===== config.mk =====
export PLATFORM = sky130hd
export DESIGN_NAME = turing_machine_stepper_core_flat
export DESIGN_NICKNAME = d
export VERILOG_FILES = /design/src/tms_pkg.sv /design/src/tms_if.sv /design/src/tms_ram.sv /design/src/turing_machine_stepper_core.sv /design/src/flat_wrapper.sv
export SDC_FILE = /design/constraint.sdc
export NUM_CORES = 2
export LEC_CHECK = 0
export ABC_AREA = 1
export BUFFER_PORTS_ARGS = -buffer_cell sky130_fd_sc_hd__buf_4
export CAP_MARGIN = 20
export CELL_PAD_IN_SITES_DETAIL_PLACEMENT = 1
export CELL_PAD_IN_SITES_GLOBAL_PLACEMENT = 2
export CORE_ASPECT_RATIO = 1.4
export CORE_MARGIN = 2
export CORE_UTILIZATION = 39
export DETAILED_ROUTE_END_ITERATION = 6
export GPL_TIMING_DRIVEN = 1
export PLACE_DENSITY_LB_ADDON = 0.1
export SLEW_MARGIN = 20
export SYNTH_ARGS = -nofsm -noshare
export SYNTH_HDL_FRONTEND = slang
export SYNTH_HIERARCHICAL = 1
export SYNTH_SLANG_ARGS = --single-unit

===== constraint.sdc =====
create_clock -name i_clk -period 15.8 [get_ports i_clk]
set_input_delay 2.37 -clock i_clk [delete_from_list [all_inputs] [get_ports i_clk]]
set_output_delay 2.37 -clock i_clk [all_outputs]
set_load 0.005 [all_outputs]

===== src/tms_pkg.sv =====
// ----------------------------------------------------------------------------
// tms_pkg
// Shared types, field widths, item and status codes, and the rule index
// function of the Turing machine stepper.
// ----------------------------------------------------------------------------
package tms_pkg;

    // field widths of the beats
    localparam int KIND_W  = 2;
    localparam int EIDX_W  = 6;
    localparam int SYM_W   = 4;
    localparam int MST_W   = 4;
    localparam int CADDR_W = 9;
    localparam int STAT_W  = 3;
    localparam int HEAD_W  = 9;
    localparam int CNT_W   = 32;
    localparam int SHELL_W = 10;

    // default sizes of the two stores
    localparam int TAPE_CELLS_DEF    = 512;
    localparam int TABLE_ENTRIES_DEF = 64;

    // item kinds
    localparam logic [KIND_W-1:0] K_LOAD = 2'd0;
    localparam logic [KIND_W-1:0] K_STEP = 2'd1;
    localparam logic [KIND_W-1:0] K_READ = 2'd2;

    // result status codes
    localparam logic [STAT_W-1:0] ST_DONE           = 3'd0;
    localparam logic [STAT_W-1:0] ST_STEPPED        = 3'd1;
    localparam logic [STAT_W-1:0] ST_HALTED_NOW     = 3'd2;
    localparam logic [STAT_W-1:0] ST_ALREADY_HALTED = 3'd3;
    localparam logic [STAT_W-1:0] ST_NO_RULE        = 3'd4;
    localparam logic [STAT_W-1:0] ST_OFF_TAPE       = 3'd5;

    // one rule table entry, msb first
    typedef struct packed {
        logic [MST_W-1:0] goto_state;
        logic             halts;
        logic             moves_right;
        logic [SYM_W-1:0] wr_sym;
    } t_rule;

    localparam int RULE_W = $bits(t_rule);

    // result beat payload
    typedef struct packed {
        logic [STAT_W-1:0] status;
        logic [SYM_W-1:0]  read_symbol;
        logic [MST_W-1:0]  state_before;
        logic [HEAD_W-1:0] head_after;
        logic [MST_W-1:0]  state_after;
        logic [CNT_W-1:0]  steps_done;
        logic [SYM_W-1:0]  cell_value;
    } t_result;

    // square-shell index: (m-1)^2 + 2*(st+sym) + (st<sym) - 1, zero when m is zero
    function automatic logic [SHELL_W-1:0] shell_index(
        input logic [MST_W-1:0] st,
        input logic [SYM_W-1:0] sym
    );
        logic [3:0]         m;
        logic [3:0]         mm1;
        logic [7:0]         sq;
        logic [4:0]         sum;
        logic [SHELL_W-1:0] idx;
        m   = (st > sym) ? st : sym;
        mm1 = m - 4'd1;
        sq  = {4'b0, mm1} * {4'b0, mm1};
        sum = {1'b0, st} + {1'b0, sym};
        idx = {2'b0, sq} + {4'b0, sum, 1'b0} + {9'b0, (st < sym)} - 10'd1;
        if (m == 4'd0) begin
            idx = '0;
        end
        return idx;
    endfunction

endpackage


===== src/tms_if.sv =====
// ----------------------------------------------------------------------------
// tms_if
// Valid/ready channels of the stepper: the item channel and the result
// channel, each with a source and a sink side.
// ----------------------------------------------------------------------------
interface tms_in_if;
    logic                         valid;
    logic                         ready;
    logic [tms_pkg::KIND_W-1:0]   kind;
    logic [tms_pkg::EIDX_W-1:0]   entry_index;
    logic [tms_pkg::SYM_W-1:0]    entry_write_symbol;
    logic                         entry_moves_right;
    logic                         entry_halts;
    logic [tms_pkg::MST_W-1:0]    entry_next_state;
    logic [tms_pkg::CADDR_W-1:0]  cell_address;

    modport source (
        output valid, kind, entry_index, entry_write_symbol, entry_moves_right,
               entry_halts, entry_next_state, cell_address,
        input  ready
    );
    modport sink (
        input  valid, kind, entry_index, entry_write_symbol, entry_moves_right,
               entry_halts, entry_next_state, cell_address,
        output ready
    );
endinterface

interface tms_out_if;
    logic                        valid;
    logic                        ready;
    logic [tms_pkg::STAT_W-1:0]  status;
    logic [tms_pkg::SYM_W-1:0]   read_symbol;
    logic [tms_pkg::MST_W-1:0]   state_before;
    logic [tms_pkg::HEAD_W-1:0]  head_after;
    logic [tms_pkg::MST_W-1:0]   state_after;
    logic [tms_pkg::CNT_W-1:0]   steps_done;
    logic [tms_pkg::SYM_W-1:0]   cell_value;

    modport source (
        output valid, status, read_symbol, state_before, head_after, state_after,
               steps_done, cell_value,
        input  ready
    );
    modport sink (
        input  valid, status, read_symbol, state_before, head_after, state_after,
               steps_done, cell_value,
        output ready
    );
endinterface


===== src/tms_ram.sv =====
// ----------------------------------------------------------------------------
// tms_ram
// Generic simple dual-port RAM: one write port, one read port with a
// registered read that holds while no read is issued.
// ----------------------------------------------------------------------------
module tms_ram #(
    parameter int WIDTH = 8,
    parameter int DEPTH = 16
) (
    input  logic                     i_clk,
    input  logic                     i_we,
    input  logic [$clog2(DEPTH)-1:0] i_wr_addr,
    input  logic [WIDTH-1:0]         i_wr_data,
    input  logic                     i_rd_en,
    input  logic [$clog2(DEPTH)-1:0] i_rd_addr,
    output logic [WIDTH-1:0]         o_rd_data
);
    logic [WIDTH-1:0] r_mem [DEPTH];
    logic [WIDTH-1:0] r_rd_data;

    always_ff @(posedge i_clk) begin
        if (i_we) begin
            r_mem[i_wr_addr] <= i_wr_data;
        end
        if (i_rd_en) begin
            r_rd_data <= r_mem[i_rd_addr];
        end
    end

    assign o_rd_data = r_rd_data;
endmodule


===== src/turing_machine_stepper_core.sv =====
// A step reads the tape, reads the rule, then writes the tape back and registers
// its result; a read reads the tape, a load writes the rule table, an unused kind does nothing.
// One item at a time: no new item is taken until the last one's result is
// registered, and a result still held by the sink stalls that finish.
// Reset: head to the tape center, state, halt flag and count to zero; then a
// clearing pass zeroes every tape cell, and no item is taken meanwhile.
// ----------------------------------------------------------------------------
// turing_machine_stepper_core
// Turing machine stepper: rule table and tape in synchronous RAMs, a small
// sequencer reads the tape, reads the rule, then writes the tape back.
// ----------------------------------------------------------------------------
module turing_machine_stepper_core #(
    parameter int TAPE_CELLS    = tms_pkg::TAPE_CELLS_DEF,
    parameter int TABLE_ENTRIES = tms_pkg::TABLE_ENTRIES_DEF
) (
    input  logic   i_clk,
    input  logic   i_rst_n,
    tms_in_if.sink    i_in,
    tms_out_if.source o_out
);
    import tms_pkg::*;

    localparam int TH_W = $clog2(TAPE_CELLS);
    localparam int TR_W = $clog2(TABLE_ENTRIES);
    localparam logic [TH_W-1:0] HEAD_LAST   = TH_W'(TAPE_CELLS - 1);
    localparam logic [TH_W-1:0] HEAD_CENTER = TH_W'(TAPE_CELLS / 2);

    typedef enum logic [4:0] {
        S_CLEAR = 5'b00001,
        S_IDLE  = 5'b00010,
        S_TAPE  = 5'b00100,
        S_RULE  = 5'b01000,
        S_FIN   = 5'b10000
    } t_state;

    t_state             r_state, n_state;
    logic [TH_W-1:0]    r_clr_addr, n_clr_addr;
    logic [TH_W-1:0]    r_head, n_head;
    logic [MST_W-1:0]   r_mstate, n_mstate;
    logic               r_halted, n_halted;
    logic [CNT_W-1:0]   r_steps, n_steps;
    logic [KIND_W-1:0]  r_kind, n_kind;
    logic               r_cell_ok, n_cell_ok;
    logic [SYM_W-1:0]   r_sym, n_sym;
    logic [SYM_W-1:0]   r_cell, n_cell;
    logic [STAT_W-1:0]  r_fin_status, n_fin_status;
    logic               r_out_valid, n_out_valid;
    t_result            r_out, n_out;

    logic               in_fire;
    logic               out_free;
    logic               finish;
    logic [STAT_W-1:0]  fin_status;
    logic [SHELL_W-1:0] shell_idx;

    logic               tape_we, tape_rd_en;
    logic [TH_W-1:0]    tape_wr_addr, tape_rd_addr;
    logic [SYM_W-1:0]   tape_wr_data, tape_rd_data;
    logic               rule_we, rule_rd_en;
    logic [TR_W-1:0]    rule_wr_addr, rule_rd_addr;
    t_rule              rule_wr_data, rule_rd_data;

    tms_ram #(.WIDTH(SYM_W), .DEPTH(TAPE_CELLS)) u_tape (
        .i_clk     (i_clk),
        .i_we      (tape_we),
        .i_wr_addr (tape_wr_addr),
        .i_wr_data (tape_wr_data),
        .i_rd_en   (tape_rd_en),
        .i_rd_addr (tape_rd_addr),
        .o_rd_data (tape_rd_data)
    );

    tms_ram #(.WIDTH(RULE_W), .DEPTH(TABLE_ENTRIES)) u_rule (
        .i_clk     (i_clk),
        .i_we      (rule_we),
        .i_wr_addr (rule_wr_addr),
        .i_wr_data (rule_wr_data),
        .i_rd_en   (rule_rd_en),
        .i_rd_addr (rule_rd_addr),
        .o_rd_data (rule_rd_data)
    );

    assign i_in.ready = (r_state == S_IDLE);
    assign in_fire    = i_in.valid && i_in.ready;
    assign out_free   = !r_out_valid || o_out.ready;
    assign shell_idx  = shell_index(r_mstate, tape_rd_data);

    // accesses never overlap: the tape write of a step lands before the next
    // beat is taken, and a rule load lands before any later beat is taken
    always_comb begin
        n_state      = r_state;
        n_clr_addr   = r_clr_addr;
        n_head       = r_head;
        n_mstate     = r_mstate;
        n_halted     = r_halted;
        n_steps      = r_steps;
        n_kind       = r_kind;
        n_cell_ok    = r_cell_ok;
        n_sym        = r_sym;
        n_cell       = r_cell;
        n_fin_status = r_fin_status;
        n_out_valid  = r_out_valid && !o_out.ready;
        n_out        = r_out;
        finish       = 1'b0;
        fin_status   = r_fin_status;

        tape_we      = 1'b0;
        tape_wr_addr = r_head;
        tape_wr_data = rule_rd_data.wr_sym;
        tape_rd_en   = 1'b0;
        tape_rd_addr = r_head;
        rule_we      = 1'b0;
        rule_wr_addr = TR_W'(i_in.entry_index);
        rule_wr_data = '{goto_state:   i_in.entry_next_state,
                         halts:        i_in.entry_halts,
                         moves_right:  i_in.entry_moves_right,
                         wr_sym:       i_in.entry_write_symbol};
        rule_rd_en   = 1'b0;
        rule_rd_addr = TR_W'(shell_idx);

        case (r_state)
            S_CLEAR: begin
                tape_we      = 1'b1;
                tape_wr_addr = r_clr_addr;
                tape_wr_data = '0;
                n_clr_addr   = r_clr_addr + 1'b1;
                if (r_clr_addr == HEAD_LAST) begin
                    n_state = S_IDLE;
                end
            end
            S_IDLE: begin
                if (in_fire) begin
                    n_kind       = i_in.kind;
                    n_fin_status = ST_DONE;
                    case (i_in.kind)
                        K_LOAD: begin
                            rule_we = (32'(i_in.entry_index) < 32'(TABLE_ENTRIES));
                            n_state = S_FIN;
                        end
                        K_STEP: begin
                            tape_rd_en = 1'b1;
                            n_state    = S_TAPE;
                        end
                        K_READ: begin
                            tape_rd_en   = 1'b1;
                            tape_rd_addr = TH_W'(i_in.cell_address);
                            n_cell_ok    = (32'(i_in.cell_address) < 32'(TAPE_CELLS));
                            n_state      = S_TAPE;
                        end
                        default: begin
                            n_state = S_FIN;
                        end
                    endcase
                end
            end
            S_TAPE: begin
                n_state = S_FIN;
                if (r_kind == K_READ) begin
                    n_cell = tape_rd_data;
                end else begin
                    n_sym = tape_rd_data;
                    if (r_halted) begin
                        n_fin_status = ST_ALREADY_HALTED;
                    end else if (32'(shell_idx) >= 32'(TABLE_ENTRIES)) begin
                        n_fin_status = ST_NO_RULE;
                    end else begin
                        rule_rd_en = 1'b1;
                        n_state    = S_RULE;
                    end
                end
            end
            S_RULE: begin
                if (out_free) begin
                    finish = 1'b1;
                    if (rule_rd_data.moves_right ? (r_head == HEAD_LAST)
                                                 : (r_head == '0)) begin
                        fin_status = ST_OFF_TAPE;
                    end else begin
                        tape_we = 1'b1;
                        n_head  = rule_rd_data.moves_right ? r_head + 1'b1
                                                           : r_head - 1'b1;
                        if (rule_rd_data.halts) begin
                            n_halted   = 1'b1;
                            fin_status = ST_HALTED_NOW;
                        end else begin
                            n_mstate   = rule_rd_data.goto_state;
                            n_steps    = (r_steps == '1) ? r_steps : r_steps + 1'b1;
                            fin_status = ST_STEPPED;
                        end
                    end
                end
            end
            S_FIN: begin
                finish = out_free;
            end
            default: begin
                n_state = S_IDLE;
            end
        endcase

        if (finish) begin
            n_state     = S_IDLE;
            n_out_valid = 1'b1;
            n_out       = '{status:       fin_status,
                            read_symbol:  (r_kind == K_STEP) ? r_sym : '0,
                            state_before: r_mstate,
                            head_after:   HEAD_W'(n_head),
                            state_after:  n_mstate,
                            steps_done:   n_steps,
                            cell_value:   (r_kind == K_READ && r_cell_ok) ? r_cell : '0};
        end
    end

    always_ff @(posedge i_clk) begin
        if (!i_rst_n) begin
            r_state     <= S_CLEAR;
            r_clr_addr  <= '0;
            r_head      <= HEAD_CENTER;
            r_mstate    <= '0;
            r_halted    <= 1'b0;
            r_steps     <= '0;
            r_out_valid <= 1'b0;
        end else begin
            r_state     <= n_state;
            r_clr_addr  <= n_clr_addr;
            r_head      <= n_head;
            r_mstate    <= n_mstate;
            r_halted    <= n_halted;
            r_steps     <= n_steps;
            r_out_valid <= n_out_valid;
        end
    end

    always_ff @(posedge i_clk) begin
        r_kind       <= n_kind;
        r_cell_ok    <= n_cell_ok;
        r_sym        <= n_sym;
        r_cell       <= n_cell;
        r_fin_status <= n_fin_status;
        r_out        <= n_out;
    end

    assign o_out.valid        = r_out_valid;
    assign o_out.status       = r_out.status;
    assign o_out.read_symbol  = r_out.read_symbol;
    assign o_out.state_before = r_out.state_before;
    assign o_out.head_after   = r_out.head_after;
    assign o_out.state_after  = r_out.state_after;
    assign o_out.steps_done   = r_out.steps_done;
    assign o_out.cell_value   = r_out.cell_value;

    a_clear_blocks_input: assert property (@(posedge i_clk) disable iff (!i_rst_n)
        (r_state == S_CLEAR) |-> !i_in.ready)
        else $error("item taken during tape clearing pass");

    a_tape_write_place: assert property (@(posedge i_clk) disable iff (!i_rst_n)
        tape_we |-> (r_state == S_RULE || r_state == S_CLEAR))
        else $error("tape written outside write-back or clearing");

    a_halt_sticky: assert property (@(posedge i_clk) disable iff (!i_rst_n)
        r_halted |=> r_halted)
        else $error("halt flag dropped without reset");

    a_count_monotonic: assert property (@(posedge i_clk) disable iff (!i_rst_n)
        1'b1 |=> (r_steps >= $past(r_steps)))
        else $error("step count went down");

    a_halt_reported: assert property (@(posedge i_clk) disable iff (!i_rst_n)
        (o_out.valid && o_out.status == ST_HALTED_NOW) |-> r_halted)
        else $error("halted beat shown while machine not halted");
endmodule

===== src/flat_wrapper.sv =====
// flat-port wrapper written by rule: the top's interface ports become plain ports
module turing_machine_stepper_core_flat import tms_pkg::*;
#(
    parameter int TAPE_CELLS    = tms_pkg::TAPE_CELLS_DEF,
    parameter int TABLE_ENTRIES = tms_pkg::TABLE_ENTRIES_DEF
)
  (i_clk, i_rst_n, i_in_valid, i_in_kind, i_in_entry_index, i_in_entry_write_symbol, i_in_entry_moves_right, i_in_entry_halts, i_in_entry_next_state, i_in_cell_address, i_in_ready, o_out_valid, o_out_status, o_out_read_symbol, o_out_state_before, o_out_head_after, o_out_state_after, o_out_steps_done, o_out_cell_value, o_out_ready);
  tms_in_if i_in_i ();
  tms_out_if o_out_i ();
  input  logic i_clk;
  input  logic i_rst_n;
  input wire logic [$bits(i_in_i.valid)-1:0] i_in_valid;
  input wire logic [$bits(i_in_i.kind)-1:0] i_in_kind;
  input wire logic [$bits(i_in_i.entry_index)-1:0] i_in_entry_index;
  input wire logic [$bits(i_in_i.entry_write_symbol)-1:0] i_in_entry_write_symbol;
  input wire logic [$bits(i_in_i.entry_moves_right)-1:0] i_in_entry_moves_right;
  input wire logic [$bits(i_in_i.entry_halts)-1:0] i_in_entry_halts;
  input wire logic [$bits(i_in_i.entry_next_state)-1:0] i_in_entry_next_state;
  input wire logic [$bits(i_in_i.cell_address)-1:0] i_in_cell_address;
  output wire logic [$bits(i_in_i.ready)-1:0] i_in_ready;
  output wire logic [$bits(o_out_i.valid)-1:0] o_out_valid;
  output wire logic [$bits(o_out_i.status)-1:0] o_out_status;
  output wire logic [$bits(o_out_i.read_symbol)-1:0] o_out_read_symbol;
  output wire logic [$bits(o_out_i.state_before)-1:0] o_out_state_before;
  output wire logic [$bits(o_out_i.head_after)-1:0] o_out_head_after;
  output wire logic [$bits(o_out_i.state_after)-1:0] o_out_state_after;
  output wire logic [$bits(o_out_i.steps_done)-1:0] o_out_steps_done;
  output wire logic [$bits(o_out_i.cell_value)-1:0] o_out_cell_value;
  input wire logic [$bits(o_out_i.ready)-1:0] o_out_ready;
  assign i_in_i.valid = i_in_valid;
  assign i_in_i.kind = i_in_kind;
  assign i_in_i.entry_index = i_in_entry_index;
  assign i_in_i.entry_write_symbol = i_in_entry_write_symbol;
  assign i_in_i.entry_moves_right = i_in_entry_moves_right;
  assign i_in_i.entry_halts = i_in_entry_halts;
  assign i_in_i.entry_next_state = i_in_entry_next_state;
  assign i_in_i.cell_address = i_in_cell_address;
  assign i_in_ready = i_in_i.ready;
  assign o_out_valid = o_out_i.valid;
  assign o_out_status = o_out_i.status;
  assign o_out_read_symbol = o_out_i.read_symbol;
  assign o_out_state_before = o_out_i.state_before;
  assign o_out_head_after = o_out_i.head_after;
  assign o_out_state_after = o_out_i.state_after;
  assign o_out_steps_done = o_out_i.steps_done;
  assign o_out_cell_value = o_out_i.cell_value;
  assign o_out_i.ready = o_out_ready;
  turing_machine_stepper_core #(.TAPE_CELLS(TAPE_CELLS), .TABLE_ENTRIES(TABLE_ENTRIES)) u_core (.i_clk(i_clk), .i_rst_n(i_rst_n), .i_in(i_in_i), .o_out(o_out_i));
endmodule

After elaboration in Yosys (flattened, before gate mapping)
Memory sizes are Yosys's and may differ from the RTL's. A register that Yosys moved wholly into a read port is not among the register bits. Index checks and enable logic that the tools add are counted.

Reductions and logical operators: 19. Add/subtract/negate cells: 9. Multiplexer cells: 58. $lt $le $gt $ge: 3. Bitwise operators: 4. Equal/unequal tests: 19. Multiply operators: 1.

Operators by type and width (number): $mux 32 (5); $mux 9 (8); $add 32x1->32 const B (1); $eq 32x32->1 const B (1); $mux 5 (6); $mux 4 (6); $mux 3 (7); $pmux 5 s4 (1); $mux 1 (19); $add 9x1->9 const B (2); $eq 9x9->1 const B (2); $add 10x1->10 (1); $ge 10x7->1 const B (1); $mux 10 (1); $sub 10x1->10 const B (1); $add 8x6->9 (1); $logic_not 9->1 (1); $sub 9x1->9 const B (1); $mul 4x4->8 (1); $reduce_and 4->1 (2); $ne 3x1->1 const B (2); $pmux 3 s2 (1); $reduce_and 2->1 (3); $reduce_and 3->1 (2); other kinds (24) (37).

Flip-flop bits (word level): 134. Memories kept: 2. Memory bits (writable): 2688.

Memory list: u_core.u_tape.r_mem (words 512, bits a word 4, read ports 1, clocked after Yosys merged registers in 1, wr ports 1, line tms_ram.sv:18) `logic [WIDTH-1:0] r_mem [DEPTH];`; u_core.u_rule.r_mem (words 64, bits a word 10, read ports 1, clocked after Yosys merged registers in 1, wr ports 1, line tms_ram.sv:18).

Logic depth before layout (Yosys ltp)
Word-level depth: 14. Gate-level depth with buffers: 36. Mapped depth without buffers: 36.

By module
The synthesis kept the hierarchy.

Modules (own cells, without submodules): tms_ram (u_core.u_tape) (times used 1, area an instance 84443.5 um2, cells each 7292, sequential area each 61619.1 um2); tms_ram (u_core.u_rule) (times used 1, area an instance 26536.7 um2, cells each 2233, sequential area each 19518.7 um2); turing_machine_stepper_core (times used 1, area an instance 6966.7 um2, cells each 810, sequential area each 3383.2 um2).

Least setup slack after synthesis
Ideal clock, no wire load.

Path kind: register to register. From: register u_core.r_state[1]. To: memory u_core/u_tape/r_mem[0][0] (netlist bit) (data pin). Required time: 13216 ps. Cell stages (with the launch flop): 5. Path slack: 586 ps. Data arrival time: 12630 ps. Library setup time: 2584 ps. Path through: dfxtp_1 > inv_1 > nand4_1 > clkinv_1 > nor2_1.

Cells in the longest elaborated chain, start to end: 2.

Ends and longest elaborated chain: start, declared (line turing_machine_stepper_core.sv:36) `t_state r_state, n_state;`; start signal, assigned (line turing_machine_stepper_core.sv:224) `r_state <= n_state;`; $eq 5x1->1 (line turing_machine_stepper_core.sv:121) `case (r_state)`; $mux 4 (line turing_machine_stepper_core.sv:121); named net u_core.tape_wr_data[0] (line turing_machine_stepper_core.sv:58) `logic [SYM_W-1:0] tape_wr_data, tape_rd_data;`; end, declared (line tms_ram.sv:18).

The timed path passes the listed nets, and every way through them passes these cells.

Worst setup path after layout
From: register u_core.u_tape.r_rd_data[3], in the netlist u_core/u_tape/o_rd_data[3], read port of u_core.u_tape.r_mem. To: register u_core.u_rule.r_rd_data[6], in the netlist u_core/u_rule/o_rd_data[6], read port of u_core.u_rule.r_mem (data pin).

Cells in the longest elaborated chain, start to end: 13. Elaborated cells on any way between the ends: 16. Those cells by class: add/sub: 5; mul: 1; order compare: 3; mux: 6; reduce/logical: 1.

Ends and longest elaborated chain: start, declared (line tms_ram.sv:19) `logic [WIDTH-1:0] r_rd_data;`; $gt 4x4->1 (line tms_pkg.sv:67) `m = (st > sym) ? st : sym;`; $mux 4 (line tms_pkg.sv:67); $sub 4x1->4 (line tms_pkg.sv:68) `mm1 = m - 4'd1;`; $mul 4x4->8 (line tms_pkg.sv:69) `sq = {4'b0, mm1} * {4'b0, mm1};`; $add 8x6->9 (line tms_pkg.sv:71) `idx = {2'b0, sq} + {4'b0, sum, 1'b0} + {9'b0, (st < sym)} - 10'd1;`; $add 10x1->10 (line tms_pkg.sv:71); $sub 10x1->10 (line tms_pkg.sv:71); $mux 10 * (line tms_pkg.sv:72) `if (m == 4'd0) begin`; named net u_core.shell_idx[3] (line turing_machine_stepper_core.sv:54) `logic [SHELL_W-1:0] shell_idx;`; $ge 10x7->1 (line turing_machine_stepper_core.sv:164) `end else if (32'(shell_idx) >= 32'(TABLE_ENTRIES)) begin`; $mux 1 (line turing_machine_stepper_core.sv:164); $mux 1 (line turing_machine_stepper_core.sv:162) `if (r_halted) begin`; $mux 1 (line turing_machine_stepper_core.sv:158) `if (r_kind == K_READ) begin`; $mux 1 (line turing_machine_stepper_core.sv:121); end, declared (line tms_ram.sv:19).

Mark *: on every way through the listed nets, which the timed path passes. The rest lies on a longest branch. A chain may end at the register's enable or synchronous reset.

==> results.md <==
* Run status: finished clean
* Residual DRC count at 0
* Arrival time at the worst endpoint at 8.12 ns
* NumNets Final at 10,300
* Endpoint of the worst hold path: u_core/r_halted$_SDFFE_PN0P_
* Clk sink count at 2,835
* Startpoint of the tightest hold check path: u_core/r_halted$_SDFFE_PN0P_
* Power per Cell Area at 141 nW/µm²
* Number of enable flip-flop cells after synthesis at 2,774
* Reg-to-reg startpoint: u_core/u_tape/o_rd_data[3]$_DFFE_PP_
* Count of buffering cells on the critical path with inverters included at 10
* Hold-critical path depth at 2
* Reg-to-Reg End: u_core/u_rule/o_rd_data[6]$_DFFE_PP_
* Min cycle time layout at 7.55 ns
* Net count of the mapped netlist at 10,400
* Setup-violating endpoint count in the final report at 0
* Height of the die at 655 µm
* Total leakage power at 45.5 nW
* Max Fanout on Critical Path at 41
* Startpoint kind of the worst setup timing path: flop
* Post-synthesis async set-or-reset flop share at 0%
* RSZ-0062 raised after global routing: false
* Max Clock Skew at 0.0397 ns
* Buffers added on ports at 92
* Average footprint of a synthesized cell at 11.4 µm²
* Max-slew violations at 0
* Cell type with the highest aggregate area in the netlist: sky130_fd_sc_hd__edfxtp_1
* Relative slew slack at 18.9%
* Post-synthesis instance total at 10,300
* Total Wirelength at 369,000 µm
* Total vias in the final route at 77,700
* Int Pwr at 13.3 mW
* NetSw at 5.18 mW
* Number of max-capacitance violations reported at 0
* Number of iterations in the first detailed-routing pass at 5
* Most used routing layer in global routing: met2
* Worst supply voltage drop on vdd at 0.105 mV
* Maximum number of pins on one net before global-route repair at 215
* Post-CTS setup buffers at 0
* Cts hold-fix bufs at 0
* Maximum level of the CTS H-tree at 5
* Sequential cell area fraction in the yosys report at 71.7%
* Count of cells resized by post-cts repair at 0
* Number of endpoints with negative hold slack in the final report at 0
* Routed wirelength normalized by instance count at 25.7 µm
* Netlist cell types at 48
* Die area at 307,000 µm²
* Die Width at 469 µm
* Most frequently used flop master after synthesis: sky130_fd_sc_hd__edfxtp_1
* Path depth of the worst reg2reg path at 31
* Ratio of routed vias to standard cells at 5.41
* Cell family contributing the most delay on the critical path: simple AND/OR/NAND/NOR gates
* Highest cell delay on the worst timing path at 0.81 ns
* Routability-driven placement congestion ratio at 0.808
* FF-to-FF setup slack at 8.25 ns
* Worst-case clock buffer depth at 4
* Number of core rows at 238
* Number of inserted filler cells in the final layout at 31,600
* HP Class: flop to flop
* Number of antenna violations at the first check in global routing at 7
* Half-perimeter wire length after detailed placement at 212,000 µm
* Starting density of the core at 39.3%
* Met1 routing resource usage after global routing at 29.8%
* Clock root cell: sky130_fd_sc_hd__clkbuf_16
* Met2 track utilization from global routing at 43.4%
* Sequential group share of total power at 48.3%
* Share of total power in the clock network at 37.0%
* Met3 capacity usage during global routing at 2.60%
* Top cell type's share of synthesized area at 70.6%
* Synth top area cells: sky130_fd_sc_hd__edfxtp_1 (71%), sky130_fd_sc_hd__nand3_1 (11%), sky130_fd_sc_hd__nand2_1 (9.7%), sky130_fd_sc_hd__nor2_1 (2.1%), sky130_fd_sc_hd__buf_2 (1.4%)
* Fraction of final layout cells with drive strength greater than 1 at 6.93%
* Core footprint at 300,000 µm²
* Most used cell, CP: sky130_fd_sc_hd__inv_1
* Highest Clock Rate at 0.132 GHz
* Standard cell with the maximum stage delay on the critical path: sky130_fd_sc_hd__edfxtp_1
* Ports placed on the boundary at 93
* CP required at 16.37 ns
* Clock transition at the registers of the reported paths at 0.06 ns
* Number of storage elements in the synthesis netlist at 2,835
* Share of the clock period used by the worst path at 47.8%
* Area delta synth->final at 11.1%
* Synthesis Warnings at 6
* Skew-Pair Late Insertion Delay at 0.88 ns
* Combinational group share of total power at 14.7%
* Combined global-route utilization of all metal layers at 23.9%
* Hold Worst Slack at 0.481 ns
* Worst-Margin Slew at 1.22 ns
* Wire length of the first global-routing pass at 546,000 µm
* CTS buffer count at 296
* TritonCTS clock tree: done
* DRT iter0 DRCs at 5,476
* Kind of capture point of the worst setup path: flop
* Setup TNS after final layout at 0 ns
* Vias in the first global route at 82,500
* Total congestion overflow after global routing at 0
* Critical Setup Path Class: flop to flop
* Cell area after synthesis at 118,000 µm²
* Switching share of power at 28.0%
* Antenna viol nets, final at 0
-- stage by stage --
stage | cell area, µm² | setup WS, ns | instances | utilization, % | total power, mW
after floorplan | 118000 | 0.586 | 10300 | - | 10.8
after global placement | 122000 | 7.11 | 13800 | 40.5 | 11.9
after detailed placement | 122000 | 7.00 | 13800 | 40.5 | 11.9
after CTS | 131000 | 7.93 | 14400 | 43.6 | 18.7
after global routing | 131000 | 7.81 | 14400 | 43.6 | 19.1
final | 131000 | 8.25 | 14400 | 43.6 | 18.5
-- cell usage in the layout (no fill, tap or decap), types with 6 or more instances in the layout --
cell type | synthesis | final
sky130_fd_sc_hd__nand3_1 | 2617 | 2617
sky130_fd_sc_hd__buf_4 | 45 | 204
sky130_fd_sc_hd__nand2_4 | 1 | 16
sky130_fd_sc_hd__clkbuf_1 | 163 | 66
sky130_fd_sc_hd__clkinv_1 | 2 | 57
sky130_fd_sc_hd__clkbuf_16 | 0 | 307
sky130_fd_sc_hd__inv_1 | 211 | 207
sky130_fd_sc_hd__o21ai_4 | 0 | 6
sky130_fd_sc_hd__xnor2_1 | 9 | 9
sky130_fd_sc_hd__nor3_2 | 2 | 8
sky130_fd_sc_hd__fa_1 | 10 | 10
sky130_fd_sc_hd__clkinv_2 | 0 | 48
sky130_fd_sc_hd__nand2_1 | 3057 | 3042
sky130_fd_sc_hd__o21ai_0 | 34 | 26
sky130_fd_sc_hd__ha_1 | 35 | 35
sky130_fd_sc_hd__a21oi_1 | 37 | 36
sky130_fd_sc_hd__xor2_1 | 22 | 22
sky130_fd_sc_hd__a211oi_1 | 8 | 8
sky130_fd_sc_hd__nor2_1 | 663 | 639
sky130_fd_sc_hd__edfxtp_1 | 2774 | 2774
sky130_fd_sc_hd__nor2_2 | 6 | 20
sky130_fd_sc_hd__nor2_4 | 3 | 13
sky130_fd_sc_hd__nor3_1 | 25 | 18
sky130_fd_sc_hd__bufinv_16 | 0 | 23
sky130_fd_sc_hd__dfxtp_1 | 61 | 61
sky130_fd_sc_hd__clkinvlp_4 | 0 | 8
sky130_fd_sc_hd__nand4_1 | 22 | 22
sky130_fd_sc_hd__buf_12 | 0 | 20
sky130_fd_sc_hd__inv_6 | 1 | 11
-- worst max path at each step --
stage	depth (start not counted)	start	slack, ns	endpoint
after floorplan	4	u_core/r_state[1]$_SDFFE_PN0P_	0.59	u_core/u_tape/r_mem[0][0]$_DFFE_PP_
after global placement	20	i_in_valid	7.11	u_core/u_tape/o_rd_data[2]$_DFFE_PP_
after detailed placement	20	i_in_valid	7.00	u_core/u_tape/o_rd_data[3]$_DFFE_PP_
after CTS	20	i_in_valid	7.93	u_core/u_tape/o_rd_data[3]$_DFFE_PP_
after global routing	31	u_core/u_tape/o_rd_data[2]$_DFFE_PP_	7.81	u_core/u_rule/o_rd_data[6]$_DFFE_PP_
final	31	u_core/u_tape/o_rd_data[3]$_DFFE_PP_	8.25	u_core/u_rule/o_rd_data[6]$_DFFE_PP_
-- registers in the layout, indices dropped and copies added (netlist names), 5 cells and up --
signal / flops
u_core/u_rule/o_rd_data: 10
u_core/r_clr_addr: 9
u_core/u_tape/r_mem: 2048
u_core/u_rule/r_mem: 640
u_core/r_steps: 32
u_core/r_state: 5
u_core/o_out.steps_done: 32
u_core/r_head: 9
u_core/o_out.head_after: 9
-- synthesized netlist by cell type (4+ instances only) --
cell                          n
sky130_fd_sc_hd__inv_2        6
sky130_fd_sc_hd__fa_1        10
sky130_fd_sc_hd__xor2_1      22
sky130_fd_sc_hd__clkbuf_1   163
sky130_fd_sc_hd__edfxtp_1  2774
sky130_fd_sc_hd__buf_2      331
sky130_fd_sc_hd__buf_6       45
sky130_fd_sc_hd__inv_1      211
sky130_fd_sc_hd__a211oi_1     8
sky130_fd_sc_hd__or2_2        5
sky130_fd_sc_hd__a21oi_1     37
sky130_fd_sc_hd__ha_1        35
sky130_fd_sc_hd__nand2_1   3057
sky130_fd_sc_hd__nand3_1   2617
sky130_fd_sc_hd__dfxtp_1     61
sky130_fd_sc_hd__nor3_1      25
sky130_fd_sc_hd__nor2_2       6
sky130_fd_sc_hd__nor4_1      11
sky130_fd_sc_hd__nand4_1     22
sky130_fd_sc_hd__nand3b_1     4
sky130_fd_sc_hd__buf_1       95
sky130_fd_sc_hd__o21ai_0     34
sky130_fd_sc_hd__nor2_1     663
sky130_fd_sc_hd__and2_1       4
sky130_fd_sc_hd__xnor2_1      9
sky130_fd_sc_hd__buf_4       45
-- logic make-up after synthesis --
kind of cell               synth area share, %
and+or+nand+nor                           23.5
buffers and inverters                     3.68
DFF                                       71.7
adders and majority gates                0.541
AOI/OAI and AO/OA                        0.414
xor gates and xnor gates                 0.230
-- layout make-up --
class	count	area (µm²)	share of cell area (%)
timing repair buffer	224	1930	1.47
clock buffer	373	7930	6.05
antenna	5	12.5	0.00955
sequential	2835	84500	64.5
tap	3960	4950	3.78
clock inverter	144	1310	1.00
inverter	222	882	0.673
multi-input combinational	6597	29500	22.5
-- worst min-delay path, stage by stage, from the launching register on --
cell,delay [ns]
sky130_fd_sc_hd__dfxtp_1,0.31
sky130_fd_sc_hd__inv_1,0.07
sky130_fd_sc_hd__a21oi_1,0.06
-- layer usage --
layer	up-vias	wire length, µm
met1	39900	153000
li1	35900	-
met2	1379	192000
met5	-	13
met3	533	12700
met4	2	11000
-- power groups by stage --
stage | combinational, mW | clock, mW | sequential [mW]
floorplan | 1.31 | 0 | 9.51
global placement | 2.76 | 0 | 9.10
detailed placement | 2.79 | 0 | 9.10
CTS | 2.79 | 7.02 | 8.94
global route | 2.93 | 7.27 | 8.94
finish | 2.71 | 6.85 | 8.94
Power figures use the tool's default switching activity.
